<file path="src/sv/lsgmd_pkg.sv">
// Package for the lidar scan gate and min-pool decimator.
// Holds widths, register indexes, reset values and the front-to-back command word.
// No dependencies.
`default_nettype none

package lsgmd_pkg;

  // Largest pooling factor the storage is built for.
  localparam int MAX_FACTOR  = 8;
  localparam int EARLY_DEPTH = MAX_FACTOR - 1;
  localparam int EARLY_IDX_W = (EARLY_DEPTH > 1) ? $clog2(EARLY_DEPTH) : 1;
  localparam int CNT_W       = $clog2(MAX_FACTOR + 1);

  // Fixed field widths.
  localparam int RANGE_W    = 16;
  localparam int MRAD_W     = 13;
  localparam int FACTOR_W   = 4;
  localparam int FAC_W      = (CNT_W > FACTOR_W) ? CNT_W : FACTOR_W;
  localparam int CFG_IDX_W  = 3;
  localparam int CFG_DATA_W = 16;

  // Command queue between the front and the back part.
  localparam int CMDQ_DEPTH = 2;
  localparam int CMDQ_PTR_W = (CMDQ_DEPTH > 1) ? $clog2(CMDQ_DEPTH) : 1;
  localparam int CMDQ_CNT_W = $clog2(CMDQ_DEPTH + 1);

  typedef logic [RANGE_W-1:0]        range_t;
  typedef logic signed [MRAD_W-1:0]  mrad_t;
  typedef logic [FACTOR_W-1:0]       factor_t;
  typedef logic [FAC_W-1:0]          fac_t;
  typedef logic [EARLY_IDX_W-1:0]    early_idx_t;

  // Configuration register indexes.
  typedef enum logic [CFG_IDX_W-1:0] {
    CFG_WINDOW_MIN  = 3'd0,
    CFG_WINDOW_MAX  = 3'd1,
    CFG_GATE_MIN    = 3'd2,
    CFG_POOLED_MAX  = 3'd3,
    CFG_FULL_MAX    = 3'd4,
    CFG_POOL_FACTOR = 3'd5
  } cfg_idx_t;

  // Register reset values.
  localparam mrad_t   RST_WINDOW_MIN  = -13'sd3142;
  localparam mrad_t   RST_WINDOW_MAX  = 13'sd3142;
  localparam range_t  RST_GATE_MIN    = 16'd50;
  localparam range_t  RST_POOLED_MAX  = 16'd64000;
  localparam range_t  RST_FULL_MAX    = 16'd64000;
  localparam factor_t RST_POOL_FACTOR = 4'd2;

  // One stored early bin: valid flag above the (already zeroed) range.
  typedef struct packed {
    logic   valid;
    range_t range;
  } early_bin_t;

  // Work for the back part caused by one accepted word.
  typedef struct packed {
    logic       has_c0;
    logic       c0_valid;
    range_t     c0_range;
    logic       has_c1;
    logic       c1_valid;
    range_t     c1_range;
    logic       wr_en;
    early_idx_t wr_idx;
    early_bin_t wr_data;
    fac_t       flush_n;
  } cmd_t;

endpackage

`default_nettype wire

</file>
<file path="src/sv/lsgmd_if.sv">
// Channel interfaces for the lidar scan gate and min-pool decimator.
// Depends on lsgmd_pkg for the field types.
`default_nettype none

interface lsgmd_in_if;
  logic                   valid;
  logic                   ready;
  lsgmd_pkg::range_t      range_mm;
  logic                   range_finite;
  lsgmd_pkg::mrad_t       bin_angle_mrad;
  lsgmd_pkg::mrad_t       scan_end_angle_mrad;
  lsgmd_pkg::range_t      sensor_min_mm;
  lsgmd_pkg::range_t      sensor_max_mm;
  logic                   scan_last;

  modport source (
    output valid, range_mm, range_finite, bin_angle_mrad, scan_end_angle_mrad,
           sensor_min_mm, sensor_max_mm, scan_last,
    input  ready
  );
  modport sink (
    input  valid, range_mm, range_finite, bin_angle_mrad, scan_end_angle_mrad,
           sensor_min_mm, sensor_max_mm, scan_last,
    output ready
  );
endinterface

interface lsgmd_out_if;
  logic              valid;
  logic              ready;
  logic              channel;
  lsgmd_pkg::range_t result_range_mm;
  logic              result_valid;
  logic              run_last;

  modport source (
    output valid, channel, result_range_mm, result_valid, run_last,
    input  ready
  );
  modport sink (
    input  valid, channel, result_range_mm, result_valid, run_last,
    output ready
  );
endinterface

`default_nettype wire

</file>
<file path="src/sv/lsgmd_front.sv">
// Front part: configuration registers, window test, range gating and pooling state.
// Turns each accepted word in the window, or one ending a short scan, into a command
// for the back part. Depends on lsgmd_pkg and lsgmd_if.
`default_nettype none

module lsgmd_front (
  input  logic               clk,
  input  logic               rst_n,
  lsgmd_in_if.sink           in_bin,
  input  logic               cfg_we,
  input  logic [lsgmd_pkg::CFG_IDX_W-1:0]  cfg_index,
  input  logic [lsgmd_pkg::CFG_DATA_W-1:0] cfg_wdata,
  input  logic               q_ready,
  output logic               q_push,
  output lsgmd_pkg::cmd_t    q_data
);

  // Configuration registers.
  lsgmd_pkg::mrad_t   win_min_r, win_max_r;
  lsgmd_pkg::range_t  gate_min_r, pooled_max_r, full_max_r;
  lsgmd_pkg::factor_t pool_factor_r;

  // Scan state.
  lsgmd_pkg::range_t  group_min_r, group_min_nxt;
  logic               group_has_r, group_has_nxt;
  lsgmd_pkg::fac_t    group_fill_r, group_fill_nxt;
  lsgmd_pkg::fac_t    seen_r, seen_nxt;

  // Decoded settings.
  lsgmd_pkg::mrad_t   wlo, whi, top;
  lsgmd_pkg::range_t  gmin, pmax, fmax, lo, hi_f, hi_p;
  lsgmd_pkg::fac_t    fac;
  logic               fac_one;

  logic               accept, in_win, vf, vp, complete;
  lsgmd_pkg::fac_t    fill_inc, flush_n;
  logic               min_take;
  lsgmd_pkg::range_t  r;

  assign r      = in_bin.range_mm;
  assign accept = in_bin.valid && in_bin.ready;
  assign in_bin.ready = q_ready;

  // Settings: swap reversed limits, replace a full limit below the gate minimum, and clamp the factor.
  always_comb begin
    if (win_max_r < win_min_r) begin
      wlo = win_max_r;
      whi = win_min_r;
    end else begin
      wlo = win_min_r;
      whi = win_max_r;
    end
    if (pooled_max_r < gate_min_r) begin
      gmin = pooled_max_r;
      pmax = gate_min_r;
    end else begin
      gmin = gate_min_r;
      pmax = pooled_max_r;
    end
    fmax = (full_max_r < gmin) ? pmax : full_max_r;
    if (pool_factor_r == '0) begin
      fac = lsgmd_pkg::fac_t'(1);
    end else if (lsgmd_pkg::fac_t'(pool_factor_r) >
                 lsgmd_pkg::fac_t'(lsgmd_pkg::MAX_FACTOR)) begin
      fac = lsgmd_pkg::fac_t'(lsgmd_pkg::MAX_FACTOR);
    end else begin
      fac = lsgmd_pkg::fac_t'(pool_factor_r);
    end
    fac_one = (fac == lsgmd_pkg::fac_t'(1));
  end

  // Window test and the two range gates.
  always_comb begin
    top  = (whi < in_bin.scan_end_angle_mrad) ? whi : in_bin.scan_end_angle_mrad;
    lo   = (gmin > in_bin.sensor_min_mm) ? gmin : in_bin.sensor_min_mm;
    hi_f = (in_bin.sensor_max_mm != '0 && in_bin.sensor_max_mm < fmax) ?
           in_bin.sensor_max_mm : fmax;
    hi_p = (in_bin.sensor_max_mm != '0 && in_bin.sensor_max_mm < pmax) ?
           in_bin.sensor_max_mm : pmax;
    in_win = (in_bin.bin_angle_mrad >= wlo) && (in_bin.bin_angle_mrad <= top);
    vf = in_bin.range_finite && (r >= lo) && (r <= hi_f);
    vp = in_bin.range_finite && (r >= lo) && (r <= hi_p);
  end

  // Pooling update and command build.
  always_comb begin
    group_min_nxt  = group_min_r;
    group_has_nxt  = group_has_r;
    group_fill_nxt = group_fill_r;
    seen_nxt       = seen_r;
    complete       = 1'b0;
    min_take       = 1'b0;
    fill_inc       = group_fill_r + lsgmd_pkg::fac_t'(1);
    flush_n        = '0;

    q_data          = '0;
    q_data.has_c0   = in_win;
    q_data.c0_valid = vf;
    q_data.c0_range = vf ? r : '0;
    q_data.wr_idx   = seen_r[lsgmd_pkg::EARLY_IDX_W-1:0];
    q_data.wr_data  = '{valid: vp, range: (vp ? r : '0)};

    if (in_win && fac_one) begin
      q_data.has_c1   = 1'b1;
      q_data.c1_valid = vp;
      q_data.c1_range = vp ? r : '0;
    end else if (in_win) begin
      q_data.wr_en = (seen_r < lsgmd_pkg::fac_t'(lsgmd_pkg::EARLY_DEPTH));
      if (seen_r < fac) begin
        seen_nxt = seen_r + lsgmd_pkg::fac_t'(1);
      end
      min_take = vp && (!group_has_r || r < group_min_r);
      if (min_take) begin
        group_min_nxt = r;
        group_has_nxt = 1'b1;
      end
      complete = (fill_inc >= fac);
      // A full group goes out and the accumulator starts again.
      if (complete) begin
        q_data.has_c1   = 1'b1;
        q_data.c1_valid = group_has_nxt;
        q_data.c1_range = group_has_nxt ? group_min_nxt : '0;
        group_min_nxt   = '1;
        group_has_nxt   = 1'b0;
        group_fill_nxt  = '0;
      end else begin
        group_fill_nxt  = fill_inc;
      end
    end

    // Scan end: a short scan is replayed unpooled, then all scan state clears.
    if (in_bin.scan_last) begin
      if (!fac_one && seen_nxt < fac) begin
        flush_n = seen_nxt;
      end
      group_min_nxt  = '1;
      group_has_nxt  = 1'b0;
      group_fill_nxt = '0;
      seen_nxt       = '0;
    end
    q_data.flush_n = flush_n;
  end

  assign q_push = accept && (in_win || flush_n != '0);

  // Configuration and scan state registers.
  always_ff @(posedge clk) begin
    if (!rst_n) begin
      win_min_r     <= lsgmd_pkg::RST_WINDOW_MIN;
      win_max_r     <= lsgmd_pkg::RST_WINDOW_MAX;
      gate_min_r    <= lsgmd_pkg::RST_GATE_MIN;
      pooled_max_r  <= lsgmd_pkg::RST_POOLED_MAX;
      full_max_r    <= lsgmd_pkg::RST_FULL_MAX;
      pool_factor_r <= lsgmd_pkg::RST_POOL_FACTOR;
      group_min_r   <= '1;
      group_has_r   <= 1'b0;
      group_fill_r  <= '0;
      seen_r        <= '0;
    end else begin
      if (cfg_we) begin
        unique case (lsgmd_pkg::cfg_idx_t'(cfg_index))
          lsgmd_pkg::CFG_WINDOW_MIN:  win_min_r    <= lsgmd_pkg::mrad_t'(cfg_wdata[12:0]);
          lsgmd_pkg::CFG_WINDOW_MAX:  win_max_r    <= lsgmd_pkg::mrad_t'(cfg_wdata[12:0]);
          lsgmd_pkg::CFG_GATE_MIN:    gate_min_r   <= cfg_wdata;
          lsgmd_pkg::CFG_POOLED_MAX:  pooled_max_r <= cfg_wdata;
          lsgmd_pkg::CFG_FULL_MAX:    full_max_r   <= cfg_wdata;
          lsgmd_pkg::CFG_POOL_FACTOR: pool_factor_r <= cfg_wdata[3:0];
          default: ;
        endcase
      end
      if (accept) begin
        group_min_r  <= group_min_nxt;
        group_has_r  <= group_has_nxt;
        group_fill_r <= group_fill_nxt;
        seen_r       <= seen_nxt;
      end
    end
  end

endmodule

`default_nettype wire

</file>
<file path="src/sv/lsgmd_cmdq.sv">
// Short command queue between the front and the back part.
// Depends on lsgmd_pkg for the command word and the depth.
`default_nettype none

module lsgmd_cmdq (
  input  logic            clk,
  input  logic            rst_n,
  input  logic            push,
  input  lsgmd_pkg::cmd_t push_data,
  output logic            push_ready,
  input  logic            pop,
  output logic            pop_valid,
  output lsgmd_pkg::cmd_t pop_data
);

  lsgmd_pkg::cmd_t                     slot_r [lsgmd_pkg::CMDQ_DEPTH];
  logic [lsgmd_pkg::CMDQ_PTR_W-1:0]    wr_ptr_r, rd_ptr_r;
  logic [lsgmd_pkg::CMDQ_CNT_W-1:0]    count_r;
  logic                                do_push, do_pop;

  assign push_ready = (count_r != lsgmd_pkg::CMDQ_CNT_W'(lsgmd_pkg::CMDQ_DEPTH));
  assign pop_valid  = (count_r != '0);
  assign pop_data   = slot_r[rd_ptr_r];
  assign do_push    = push && push_ready;
  assign do_pop     = pop && pop_valid;

  // Pointer and fill count.
  always_ff @(posedge clk) begin
    if (!rst_n) begin
      wr_ptr_r <= '0;
      rd_ptr_r <= '0;
      count_r  <= '0;
    end else begin
      if (do_push) begin
        wr_ptr_r <= (wr_ptr_r == lsgmd_pkg::CMDQ_PTR_W'(lsgmd_pkg::CMDQ_DEPTH - 1)) ?
                    '0 : wr_ptr_r + 1'b1;
      end
      if (do_pop) begin
        rd_ptr_r <= (rd_ptr_r == lsgmd_pkg::CMDQ_PTR_W'(lsgmd_pkg::CMDQ_DEPTH - 1)) ?
                    '0 : rd_ptr_r + 1'b1;
      end
      if (do_push && !do_pop) begin
        count_r <= count_r + 1'b1;
      end else if (do_pop && !do_push) begin
        count_r <= count_r - 1'b1;
      end
    end
  end

  // Storage slots.
  always_ff @(posedge clk) begin
    if (do_push) begin
      slot_r[wr_ptr_r] <= push_data;
    end
  end

endmodule

`default_nettype wire

</file>
<file path="src/sv/lsgmd_back.sv">
// Back part: steps through each command and drives the result words.
// Holds the early-bin store for the short-scan replay. Depends on lsgmd_pkg and lsgmd_if.
`default_nettype none

module lsgmd_back (
  input  logic            clk,
  input  logic            rst_n,
  input  logic            q_valid,
  input  lsgmd_pkg::cmd_t q_data,
  output logic            q_pop,
  lsgmd_out_if.source     out_res
);

  typedef enum logic [1:0] {
    S_IDLE,
    S_C0,
    S_C1,
    S_FL
  } state_t;

  state_t                  state_r, state_nxt, adv;
  lsgmd_pkg::cmd_t         cmd_r;
  lsgmd_pkg::fac_t         fl_idx_r;
  lsgmd_pkg::early_bin_t   early_mem [lsgmd_pkg::EARLY_DEPTH];

  logic                    out_valid_r, out_channel_r, out_rvalid_r, out_last_r;
  lsgmd_pkg::range_t       out_range_r;

  logic                    load_ok, emit, cmd_end;
  logic                    res_ch, res_valid;
  lsgmd_pkg::range_t       res_range;

  function automatic state_t first_state(lsgmd_pkg::cmd_t c);
    if (c.has_c0) begin
      return S_C0;
    end else if (c.has_c1) begin
      return S_C1;
    end else begin
      return S_FL;
    end
  endfunction

  assign out_res.valid           = out_valid_r;
  assign out_res.channel         = out_channel_r;
  assign out_res.result_range_mm = out_range_r;
  assign out_res.result_valid    = out_rvalid_r;
  assign out_res.run_last        = out_last_r;

  // Sequencing: one result word per cycle while the output register is free.
  always_comb begin
    load_ok   = !out_valid_r || out_res.ready;
    emit      = load_ok && (state_r != S_IDLE);
    res_ch    = 1'b1;
    res_valid = cmd_r.c1_valid;
    res_range = cmd_r.c1_range;
    unique case (state_r)
      S_IDLE: begin
        adv = S_IDLE;
      end
      S_C0: begin
        res_ch    = 1'b0;
        res_valid = cmd_r.c0_valid;
        res_range = cmd_r.c0_range;
        if (cmd_r.has_c1) begin
          adv = S_C1;
        end else begin
          adv = (cmd_r.flush_n != '0) ? S_FL : S_IDLE;
        end
      end
      S_C1: begin
        adv = (cmd_r.flush_n != '0) ? S_FL : S_IDLE;
      end
      S_FL: begin
        adv = ((fl_idx_r + lsgmd_pkg::fac_t'(1)) < cmd_r.flush_n) ? S_FL : S_IDLE;
      end
      default: begin
        adv = S_IDLE;
      end
    endcase
    cmd_end = emit && (adv == S_IDLE);
    q_pop   = q_valid && ((state_r == S_IDLE) || cmd_end);
    if (q_pop) begin
      state_nxt = first_state(q_data);
    end else if (emit) begin
      state_nxt = adv;
    end else begin
      state_nxt = state_r;
    end
  end

  // State and output register.
  always_ff @(posedge clk) begin
    if (!rst_n) begin
      state_r     <= S_IDLE;
      fl_idx_r    <= '0;
      out_valid_r <= 1'b0;
    end else begin
      state_r <= state_nxt;
      if (q_pop) begin
        cmd_r    <= q_data;
        fl_idx_r <= '0;
      end else if (emit && state_r == S_FL) begin
        fl_idx_r <= fl_idx_r + lsgmd_pkg::fac_t'(1);
      end
      if (emit) begin
        out_valid_r <= 1'b1;
        out_last_r  <= (adv == S_IDLE);
        if (state_r == S_FL) begin
          out_channel_r <= 1'b1;
          out_rvalid_r  <= early_mem[fl_idx_r[lsgmd_pkg::EARLY_IDX_W-1:0]].valid;
          out_range_r   <= early_mem[fl_idx_r[lsgmd_pkg::EARLY_IDX_W-1:0]].range;
        end else begin
          out_channel_r <= res_ch;
          out_rvalid_r  <= res_valid;
          out_range_r   <= res_range;
        end
      end else if (out_res.ready) begin
        out_valid_r <= 1'b0;
      end
    end
  end

  // Early-bin store, written as each command is taken so it stays in order.
  always_ff @(posedge clk) begin
    if (q_pop && q_data.wr_en) begin
      early_mem[q_data.wr_idx] <= q_data.wr_data;
    end
  end

endmodule

`default_nettype wire

</file>
<file path="src/sv/lidar_scan_gate_min_decimator_unit.sv">
// Top level of the lidar scan gate and min-pool decimator.
// Instantiates lsgmd_front, lsgmd_cmdq and lsgmd_back; depends on lsgmd_pkg and lsgmd_if.
//
//   Port      | Direction | Word
//   ----------+-----------+---------------------------------------------------
//   in_bin    | sink      | one lidar bin with its scan and sensor limits
//   out_res   | source    | one result: channel, range, valid flag, run end
//   cfg_*     | sink      | register write: enable, index, data (no read-back)
//
// The front takes one word per cycle whenever the two-entry command queue has room.
// The back drives one result word per cycle while the output register is free: a bin in
// the window gives a channel-0 word, plus a channel-1 word with factor one or a completed
// group, and a short-scan replay gives one channel-1 word per stored bin (up to seven).
// A new command is taken as the last result of the previous one is loaded, so the back
// goes straight on to it. Reset is synchronous, active low; no clearing pass is needed.
`default_nettype none

module lidar_scan_gate_min_decimator_unit (
  input  logic                                clk,
  input  logic                                rst_n,
  lsgmd_in_if.sink                            in_bin,
  lsgmd_out_if.source                         out_res,
  input  logic                                cfg_we,
  input  logic [lsgmd_pkg::CFG_IDX_W-1:0]     cfg_index,
  input  logic [lsgmd_pkg::CFG_DATA_W-1:0]    cfg_wdata
);

  logic            push, push_ready, pop, pop_valid;
  lsgmd_pkg::cmd_t push_data, pop_data;

  // Accept, classify and pool.
  lsgmd_front u_front (
    .clk       (clk),
    .rst_n     (rst_n),
    .in_bin    (in_bin),
    .cfg_we    (cfg_we),
    .cfg_index (cfg_index),
    .cfg_wdata (cfg_wdata),
    .q_ready   (push_ready),
    .q_push    (push),
    .q_data    (push_data)
  );

  // Command queue.
  lsgmd_cmdq u_cmdq (
    .clk        (clk),
    .rst_n      (rst_n),
    .push       (push),
    .push_data  (push_data),
    .push_ready (push_ready),
    .pop        (pop),
    .pop_valid  (pop_valid),
    .pop_data   (pop_data)
  );

  // Result sequencing.
  lsgmd_back u_back (
    .clk     (clk),
    .rst_n   (rst_n),
    .q_valid (pop_valid),
    .q_data  (pop_data),
    .q_pop   (pop),
    .out_res (out_res)
  );

endmodule

`default_nettype wire
</file>
<file path="src/flat_wrapper.sv">
// flat-port wrapper written by rule: the top's interface ports become plain ports
module lidar_scan_gate_min_decimator_unit_flat 
  (clk, rst_n, cfg_we, cfg_index, cfg_wdata, in_bin_valid, in_bin_range_mm, in_bin_range_finite, in_bin_bin_angle_mrad, in_bin_scan_end_angle_mrad, in_bin_sensor_min_mm, in_bin_sensor_max_mm, in_bin_scan_last, in_bin_ready, out_res_valid, out_res_channel, out_res_result_range_mm, out_res_result_valid, out_res_run_last, out_res_ready);
  lsgmd_in_if in_bin_i ();
  lsgmd_out_if out_res_i ();
  input  logic clk;
  input  logic rst_n;
  input  logic cfg_we;
  input  logic [lsgmd_pkg::CFG_IDX_W-1:0] cfg_index;
  input  logic [lsgmd_pkg::CFG_DATA_W-1:0] cfg_wdata;
  input wire logic [$bits(in_bin_i.valid)-1:0] in_bin_valid;
  input wire logic [$bits(in_bin_i.range_mm)-1:0] in_bin_range_mm;
  input wire logic [$bits(in_bin_i.range_finite)-1:0] in_bin_range_finite;
  input wire logic [$bits(in_bin_i.bin_angle_mrad)-1:0] in_bin_bin_angle_mrad;
  input wire logic [$bits(in_bin_i.scan_end_angle_mrad)-1:0] in_bin_scan_end_angle_mrad;
  input wire logic [$bits(in_bin_i.sensor_min_mm)-1:0] in_bin_sensor_min_mm;
  input wire logic [$bits(in_bin_i.sensor_max_mm)-1:0] in_bin_sensor_max_mm;
  input wire logic [$bits(in_bin_i.scan_last)-1:0] in_bin_scan_last;
  output wire logic [$bits(in_bin_i.ready)-1:0] in_bin_ready;
  output wire logic [$bits(out_res_i.valid)-1:0] out_res_valid;
  output wire logic [$bits(out_res_i.channel)-1:0] out_res_channel;
  output wire logic [$bits(out_res_i.result_range_mm)-1:0] out_res_result_range_mm;
  output wire logic [$bits(out_res_i.result_valid)-1:0] out_res_result_valid;
  output wire logic [$bits(out_res_i.run_last)-1:0] out_res_run_last;
  input wire logic [$bits(out_res_i.ready)-1:0] out_res_ready;
  assign in_bin_i.valid = in_bin_valid;
  assign in_bin_i.range_mm = in_bin_range_mm;
  assign in_bin_i.range_finite = in_bin_range_finite;
  assign in_bin_i.bin_angle_mrad = in_bin_bin_angle_mrad;
  assign in_bin_i.scan_end_angle_mrad = in_bin_scan_end_angle_mrad;
  assign in_bin_i.sensor_min_mm = in_bin_sensor_min_mm;
  assign in_bin_i.sensor_max_mm = in_bin_sensor_max_mm;
  assign in_bin_i.scan_last = in_bin_scan_last;
  assign in_bin_ready = in_bin_i.ready;
  assign out_res_valid = out_res_i.valid;
  assign out_res_channel = out_res_i.channel;
  assign out_res_result_range_mm = out_res_i.result_range_mm;
  assign out_res_result_valid = out_res_i.result_valid;
  assign out_res_run_last = out_res_i.run_last;
  assign out_res_i.ready = out_res_ready;
  lidar_scan_gate_min_decimator_unit u_core (.clk(clk), .rst_n(rst_n), .in_bin(in_bin_i), .out_res(out_res_i), .cfg_we(cfg_we), .cfg_index(cfg_index), .cfg_wdata(cfg_wdata));
endmodule
</file>
<file path="config.mk">
export PLATFORM = sky130hd
export DESIGN_NAME = lidar_scan_gate_min_decimator_unit_flat
export DESIGN_NICKNAME = d
export VERILOG_FILES = /design/src/sv/lsgmd_pkg.sv /design/src/sv/lsgmd_if.sv /design/src/sv/lsgmd_front.sv /design/src/sv/lsgmd_cmdq.sv /design/src/sv/lsgmd_back.sv /design/src/sv/lidar_scan_gate_min_decimator_unit.sv /design/src/flat_wrapper.sv
export SDC_FILE = /design/constraint.sdc
export NUM_CORES = 1
export LEC_CHECK = 0
export BUFFER_PORTS_ARGS = -buffer_cell sky130_fd_sc_hd__buf_2
export CAP_MARGIN = 15
export CORE_UTILIZATION = 45
export CTS_CLUSTER_SIZE = 24
export DETAILED_ROUTE_END_ITERATION = 6
export GPL_TIMING_DRIVEN = 0
export PLACE_DENSITY = 0.67
export SYNTH_ARGS = -nofsm -noshare
export SYNTH_HDL_FRONTEND = slang
export SYNTH_HIERARCHICAL = 1
export SYNTH_SLANG_ARGS = --single-unit
export TNS_END_PERCENT = 5
</file>
<file path="constraint.sdc">
create_clock -name clk -period 13.1 [get_ports clk]
set_input_delay 1.31 -clock clk [delete_from_list [all_inputs] [get_ports clk]]
set_output_delay 1.31 -clock clk [all_outputs]
set_load 0.02 [all_outputs]
</file>
# --- Word level (Yosys, flattened, before mapping) ---
# Memory sizes are Yosys's and may differ from the RTL's. A register that Yosys moved wholly into a read port is not among the register bits.
# Index checks and enable logic that the tools add are counted.
op_classes:
  mux: 67
  add_sub_neg: 7
  magnitude_cmp: 19
  bitwise_logic: 1
  reduce_logical: 52
  n_eq_ne: 11
ops:
  columns: ["op", "n"]
  rows:
  - ["$mux 16", 16]
  - ["$lt 16x16->1", 5]
  - ["$mux 4", 12]
  - ["$mux 13", 3]
  - ["$mux 18", 2]
  - ["$le 16x16->1", 2]
  - ["$lt 13x13->1", 2]
  - ["$mux 1", 22]
  - ["$logic_and 1x1->1", 20]
  - ["$mux 19", 1]
  - ["$ge 16x16->1", 1]
  - ["$gt 16x16->1", 1]
  - ["$mux 2", 8]
  - ["$reduce_and 2->1", 8]
  - ["$reduce_bool 16->1", 1]
  - ["$ge 13x13->1", 1]
  - ["$le 13x13->1", 1]
  - ["$add 4x1->4 const B", 3]
  - ["$lt 4x4->1", 3]
  - ["$reduce_bool 2->1", 6]
  - ["$pmux 2 s4", 1]
  - ["$reduce_bool 4->1", 2]
  - ["$eq 3x2->1 const B", 2]
  - ["$eq 3x3->1 const B", 2]
  - ["20 further kinds", 32]
totals:
  ramBits: 241
  memories: 2
  in_bits: 100
  out_inout_bits: 21
  word_cells: 185
  regBits: 172
mem_list:
  columns: ["memory", "depth", "width", "rd", "rd_ports_with_merged_regs", "wr", "line_no", "source"]
  rows:
  - ["u_core.u_cmdq.slot_r", 2, 61, 1, 1, 1, "lsgmd_cmdq.sv:16", "lsgmd_pkg::cmd_t slot_r [lsgmd_pkg::CMDQ_DEPTH];"]
  - ["u_core.u_back.early_mem", 7, 17, 1, 1, 1, "lsgmd_back.sv:24", "lsgmd_pkg::early_bin_t early_mem [lsgmd_pkg::EARLY_DEPTH];"]

# --- Longest topological paths before layout ---
logic_depth:
  depth_word: 20
  ltp_mapped: 39
  depth_no_buf: 37

# --- Cells and area by module ---
# The synthesis kept the hierarchy.
by_module_without_submodules:
  columns: ["module", "cells_each", "seq_area_each_um2", "n_inst", "area_each_um2"]
  rows:
  - ["lsgmd_front", 1344, 2062.0, 1, 10700.3]
  - ["lsgmd_back", 409, 5515.3, 1, 7337.0]
  - ["lsgmd_cmdq", 214, 3763.6, 1, 4628.2]

# --- Least setup slack after synthesis ---
# Ideal clock, no wire load.
synth_timing:
  path_kind: "register -> register"
  startpoint: "reg u_core.u_front.win_min_r[2]"
  endpoint: "mem u_core/u_cmdq/slot_r[1][0] (netlist name) (enable)"
  slack_ns: 3.916
  n_path_buf: 2
  period_less_slack_ns: 9.184
  t_arrival_ns: 8.759
  required_ns: 12.674
  stages_incl_launch_ff: 30
  setup_time_ns: 0.426
  path_cell_list: "dfxtp_1 -> inv_1 -> ha_1 -> a21o_1 -> a31oi_1 -> o21ai_1 -> a31oi_1 -> a2bb2oi_2 -> clkbuf_1 -> mux2_2 -> ha_1 -> a211oi_1 -> nand3b_1 -> a2111oi_0 -> o31ai_2 -> buf_6 -> mux2i_1 -> ha_1 -> nand3_1 -> or4_1 -> a31oi_1 -> a21oi_2 -> nor4b_4 -> mux2_2 -> ha_1 -> or2_2 -> a31oi_1 -> a31oi_1 -> o41ai_1 -> and3_1"
synth_between:
  elab_chain_cells: 18
  elab_cells_between_ends: 21
  classes_between: "5 x order compare; 9 x mux; 7 x reduce/logical"
synth_rtl:
  columns: ["element", "line_no", "source"]
  rows:
  - ["start, declared", "lsgmd_front.sv:19", "lsgmd_pkg::mrad_t win_min_r, win_max_r;"]
  - ["start signal, assigned", "lsgmd_front.sv:149", "win_min_r <= lsgmd_pkg::RST_WINDOW_MIN;"]
  - ["start signal, assigned", "lsgmd_front.sv:162", "lsgmd_pkg::CFG_WINDOW_MIN: win_min_r <= lsgmd_pkg::mrad_t'(cfg_wdata[12:0]);"]
  - ["$lt 13x13->1", "lsgmd_front.sv:46", "if (win_max_r < win_min_r) begin"]
  - ["$mux 13", "lsgmd_front.sv:46", null]
  - ["$lt 13x13->1", "lsgmd_front.sv:74", "top = (whi < in_bin.scan_end_angle_mrad) ? whi : in_bin.scan_end_angle_mrad;"]
  - ["$mux 13", "lsgmd_front.sv:74", null]
  - ["$le 13x13->1", "lsgmd_front.sv:80", "in_win = (in_bin.bin_angle_mrad >= wlo) && (in_bin.bin_angle_mrad <= top);"]
  - ["$logic_and 1x1->1 (*)", "lsgmd_front.sv:80", null]
  - ["$mux 4 / $logic_and 1x1->1 (equally long branches)", "lsgmd_front.sv:107, lsgmd_front.sv:103", null]
  - ["$mux 4", "lsgmd_front.sv:103", "if (in_win && fac_one) begin"]
  - ["[... 3 more ...]", null, null]
  - ["$mux 4", "lsgmd_front.sv:132", "if (in_bin.scan_last) begin"]
  - ["$reduce_bool 4->1", "lsgmd_front.sv:144", "assign q_push = accept && (in_win || flush_n != '0);"]
  - ["$logic_or 1x1->1 (*)", "lsgmd_front.sv:144", null]
  - ["$logic_and 1x1->1 (*)", "lsgmd_front.sv:144", null]
  - ["net u_core.push", "lidar_scan_gate_min_decimator_unit.sv:28", "logic push, push_ready, pop, pop_valid;"]
  - ["$logic_and 1x1->1 (*)", "lsgmd_cmdq.sv:24", "assign do_push = push && push_ready;"]
  - ["$mux 1 (*)", "lsgmd_cmdq.sv:52", "if (do_push) begin"]
  - ["$mux 1 (not written as such) (*)", "lsgmd_cmdq.sv:53", "slot_r[wr_ptr_r] <= push_data;"]
  - ["end, declared", "lsgmd_cmdq.sv:16", null]
# Mark *: on every way through the listed nets, which the timed path passes. The rest lies on a longest branch.

# --- Final worst setup path ---
layout_timing:
  startpoint: "reg u_core.u_front.win_min_r[2]"
  endpoint: "mem u_core/u_cmdq/slot_r[0][35] (netlist name) (enable)"
# Same word-level chain as after synthesis.

==> impl_metrics.csv <==
group,metric,value,unit
die,chipHeight,226,um
drt,ant_nets,0,
drt,wl,54700,um
synthesis,synthTopCellsByCount,"edfxtp_1, ha_1, nand2_1",
flow_run,cap_violations,0,
clocking,cts.clk_slew.worst_paths,60,ps
placed_design,gp_congestion,0.914,
global_route,grt_pass1_vias,15600,
synthesis,yosys.area_share.simple,10.8,%
synthesis,synth_top_area_share,39.6,%
timing,finalCriticalPeriod,10480,ps
placed_design,place_ws,2900,ps
placed_design,numPortBuffers,119,
power,pwr_density_cell,146,mW/mm^2
hold_path,hold_start,"u_core/u_front/group_fill_r[3]",
clocking,cts_root_buf,"clkbuf_16",
synthesis,synth_xor_area_share,0.502,%
synthesis,synth_compound_area_share,10.8,%
worst_setup_path,worstSetupPathType,"reg -> reg",
synthesis,synthAdderAreaFrac,11.4,%
synthesis,ys_ff_latch,417,
timing,post-route-period-util,80.0,%
placed_design,dpl.hpwl,42600,um
synthesis,synth_top_family_by_area,"multiplexers",
power,leakagePower,10.7,nW
worst_setup_path,arrival,10720,ps
timing,tns,0,ps
synthesis,synth_area,0.0227,mm^2
clocking,htree_levels,2,
die,core-area,0.0494,mm^2
worst_setup_path,crit_top_cell,"a31oi_1",
hold_path,min_path_type,"reg -> reg",
layout,instances_no_fill,2841,
timing,timing.final.ws_setup,2620,ps
synthesis,yosysTopAreaCell,"edfxtp_1",
die,rows,81,
status,outcome,"complete, no violations",
layout,final_cell_area,0.0258,mm^2
hold_path,whs_path_depth,2,
power,peakVddDrop,0.0988,mV
synthesis,synthArstFlopShare,0,%
global_route,grt_usage,21.5,%
synthesis,ys_seq_area_share,50.0,%
worst_setup_path,reg2reg_slack,2620,ps
global_route,grt_pass1_wl,85000,um
worst_setup_path,worstReg2RegEnd,"u_core/u_cmdq/slot_r[0][35]",
worst_setup_path,path_max_fanout,37,
drt,initialDrtViolationCount,771,
synthesis,synthMuxAreaShare,12.3,%
synthesis,postSynthCellCount,1967,
worst_setup_path,rr_startpoint,"u_core/u_front/win_min_r[2]",
timing,slew_violations,0,
placed_design,place_area,0.0243,mm^2
synthesis,synthFlopType,"edfxtp_1",
placed_design,dp_cells,2760,
clocking,cts_hold_buffers,0,
worst_setup_path,worstSetupStartpointType,"flip-flop",
die,start_util,45.9,%
layout,syn_to_final_growth,13.8,%
worst_setup_path,critPathRequiredTime,13330,ps
synthesis,syn_area_per_cell,11.5,um^2
die,dieArea,0.0513,mm^2
worst_setup_path,worstRegToRegCells,34,
synthesis,yosys-top-cells-area,"edfxtp_1, ha_1, dfxtp_1",
synthesis,synth_nets,2273,
clocking,clockBufferDepth,3,
drt,drc,0,
clocking,post-cts-setup-buffers,0,
synthesis,synth_cell_types,82,
die,die_w,226,um
worst_setup_path,cpMaxStageDelayCell,"a2111oi_0",
timing,hold_viol,0,
global_route,grt_max_degree,62,
layout,nNetsFinal,2447,
layout,utilization,52.3,%
worst_setup_path,cp_num_buf_inv,6,
clocking,cts_sinks,417,
worst_setup_path,path_delay_family,"compound AO/OA/AOI/OAI gates",
timing,maxSlewHeadroom,32.9,%
synthesis,synth_warnings,6,
clocking,insertion_delay,560,ps
drt,via_per_inst,5.50,
layout,drive_gt1_share,18.8,%
timing,max_freq,0.0954,GHz
clocking,ctsResizeCount,0,
die,io_pins,121,
worst_setup_path,end_kind,"flip-flop",
clocking,cts_buffers,43,
worst_setup_path,critPathMaxStageDelay,790,ps
global_route,antenna_found_initial,6,
timing,fin_skew,15.3,ps
power,p_total,3.75,mW
drt,vias,15600,
clocking,tritoncts,"yes",
timing,rsz0062_at_grt,"no",
synthesis,synth_most_common_cell,"edfxtp_1",
global_route,grt-ovfl-total,0,
drt,routedWlPerCell,19.2,um
timing,hold_slack,483,ps
synthesis,synth_edf_count,299,
timing,worst_slew_pin_slew,982,ps
drt,dr.pass1.iters,5,
timing,setup_viol_count_final,0,
hold_path,hold_path_end,"u_core/u_front/group_fill_r[3]",
## placed cells by master, fill, tap and decap left out, types with 29 or more instances in the layout
cell type and count:
edfxtp_1 299, ha_1 206, nand2_1 195, inv_1 144, buf_2 136, a21oi_1 132, mux2_2 124, dfxtp_1 118
mux2i_1 101, nor2_1 96, o21ai_0 55, a21o_1 49, clkbuf_1 46, clkbuf_16 43, nand3_1 37, and3_1 29
## worst max-delay path by stage
stage                                start                     endpoint  slack [ps]  cells past startpoint
2_1_floorplan  u_core/u_front/win_min_r[2]   u_core/u_cmdq/slot_r[1][0]        3920                     29
4_1_cts        u_core/u_front/win_min_r[2]  u_core/u_cmdq/slot_r[0][35]        2800                     34
5_1_grt        u_core/u_front/win_min_r[2]  u_core/u_cmdq/slot_r[0][35]        1980                     34
3_5_place_dp   u_core/u_front/win_min_r[2]  u_core/u_cmdq/slot_r[0][34]        2900                     34
6_report       u_core/u_front/win_min_r[2]  u_core/u_cmdq/slot_r[0][35]        2620                     34
3_3_place_gp   u_core/u_front/win_min_r[2]  u_core/u_cmdq/slot_r[1][34]        1550                     32
## report_power, final
group          leakage, nW  switching [mW]  internal (mW)
clock network        0.709           0.506          0.743
registers             3.66          0.0453           1.63
logic                 6.28           0.504          0.326
## routing by layer
metal / up-vias / part of all wire (%) / global-route usage, %
met2: 361 / 49 / 37.0
met4: 8 / 3.0 / 7.93
met3: 97 / 4.6 / 3.12
li1: 7607 / - / -
met1: 7555 / 43 / 27.3
met5: - / 0.10 / 0
## sequential cells by signal, summed over array words and instances (netlist names), named ones only
name                                   flops
u_core/u_cmdq/slot_r                     122
u_core/u_back/early_mem                  119
u_core/u_back/cmd_r                       39
u_core/u_back/out_res.result_range_mm     16
u_core/u_front/full_max_r                 16
u_core/u_front/gate_min_r                 16
u_core/u_front/group_min_r                16
u_core/u_front/pooled_max_r               16
u_core/u_front/win_max_r                  13
u_core/u_front/win_min_r                  13
u_core/u_back/fl_idx_r                     4
u_core/u_front/group_fill_r                4
u_core/u_front/pool_factor_r               4
u_core/u_front/seen_r                      4
u_core/u_back/state_r                      2
u_core/u_cmdq/count_r                      2
u_core/u_back/out_res.channel              1
u_core/u_back/out_res.result_valid         1
u_core/u_back/out_res.run_last             1
u_core/u_back/out_res.valid                1
u_core/u_cmdq/rd_ptr_r                     1
u_core/u_cmdq/wr_ptr_r                     1
u_core/u_front/group_has_r                 1
## cells by family (layout without fill, tap and decap cells)
logic type               Yosys count  count (layout)
multiplexers                     242             242
AND/OR/NAND/NOR                  496             496
XOR/XNOR                          13              13
buffers and inverters            223             431
other                              0               2
AO/OA/AOI/OAI                    370             370
flip-flops                       417             417
adder cells (fa/ha/maj)          206             206
## worst min-delay path: stages (launching register included)
cell,delay (ps)
dfxtp_1,320
nand2_1,60
a21oi_1,50
## layout make-up
class,count,area (um^2)
repair buffers,129,777
diodes,2,5.00
multi-input cells,1327,10400
clock buffers,55,1140
plain buffers,78,397
fillers,4265,23600
well taps,664,831
flip-flops and latches,417,11300
inverters,145,544
clock inverters,24,313
No activity file was read; power rests on OpenSTA's default activity.
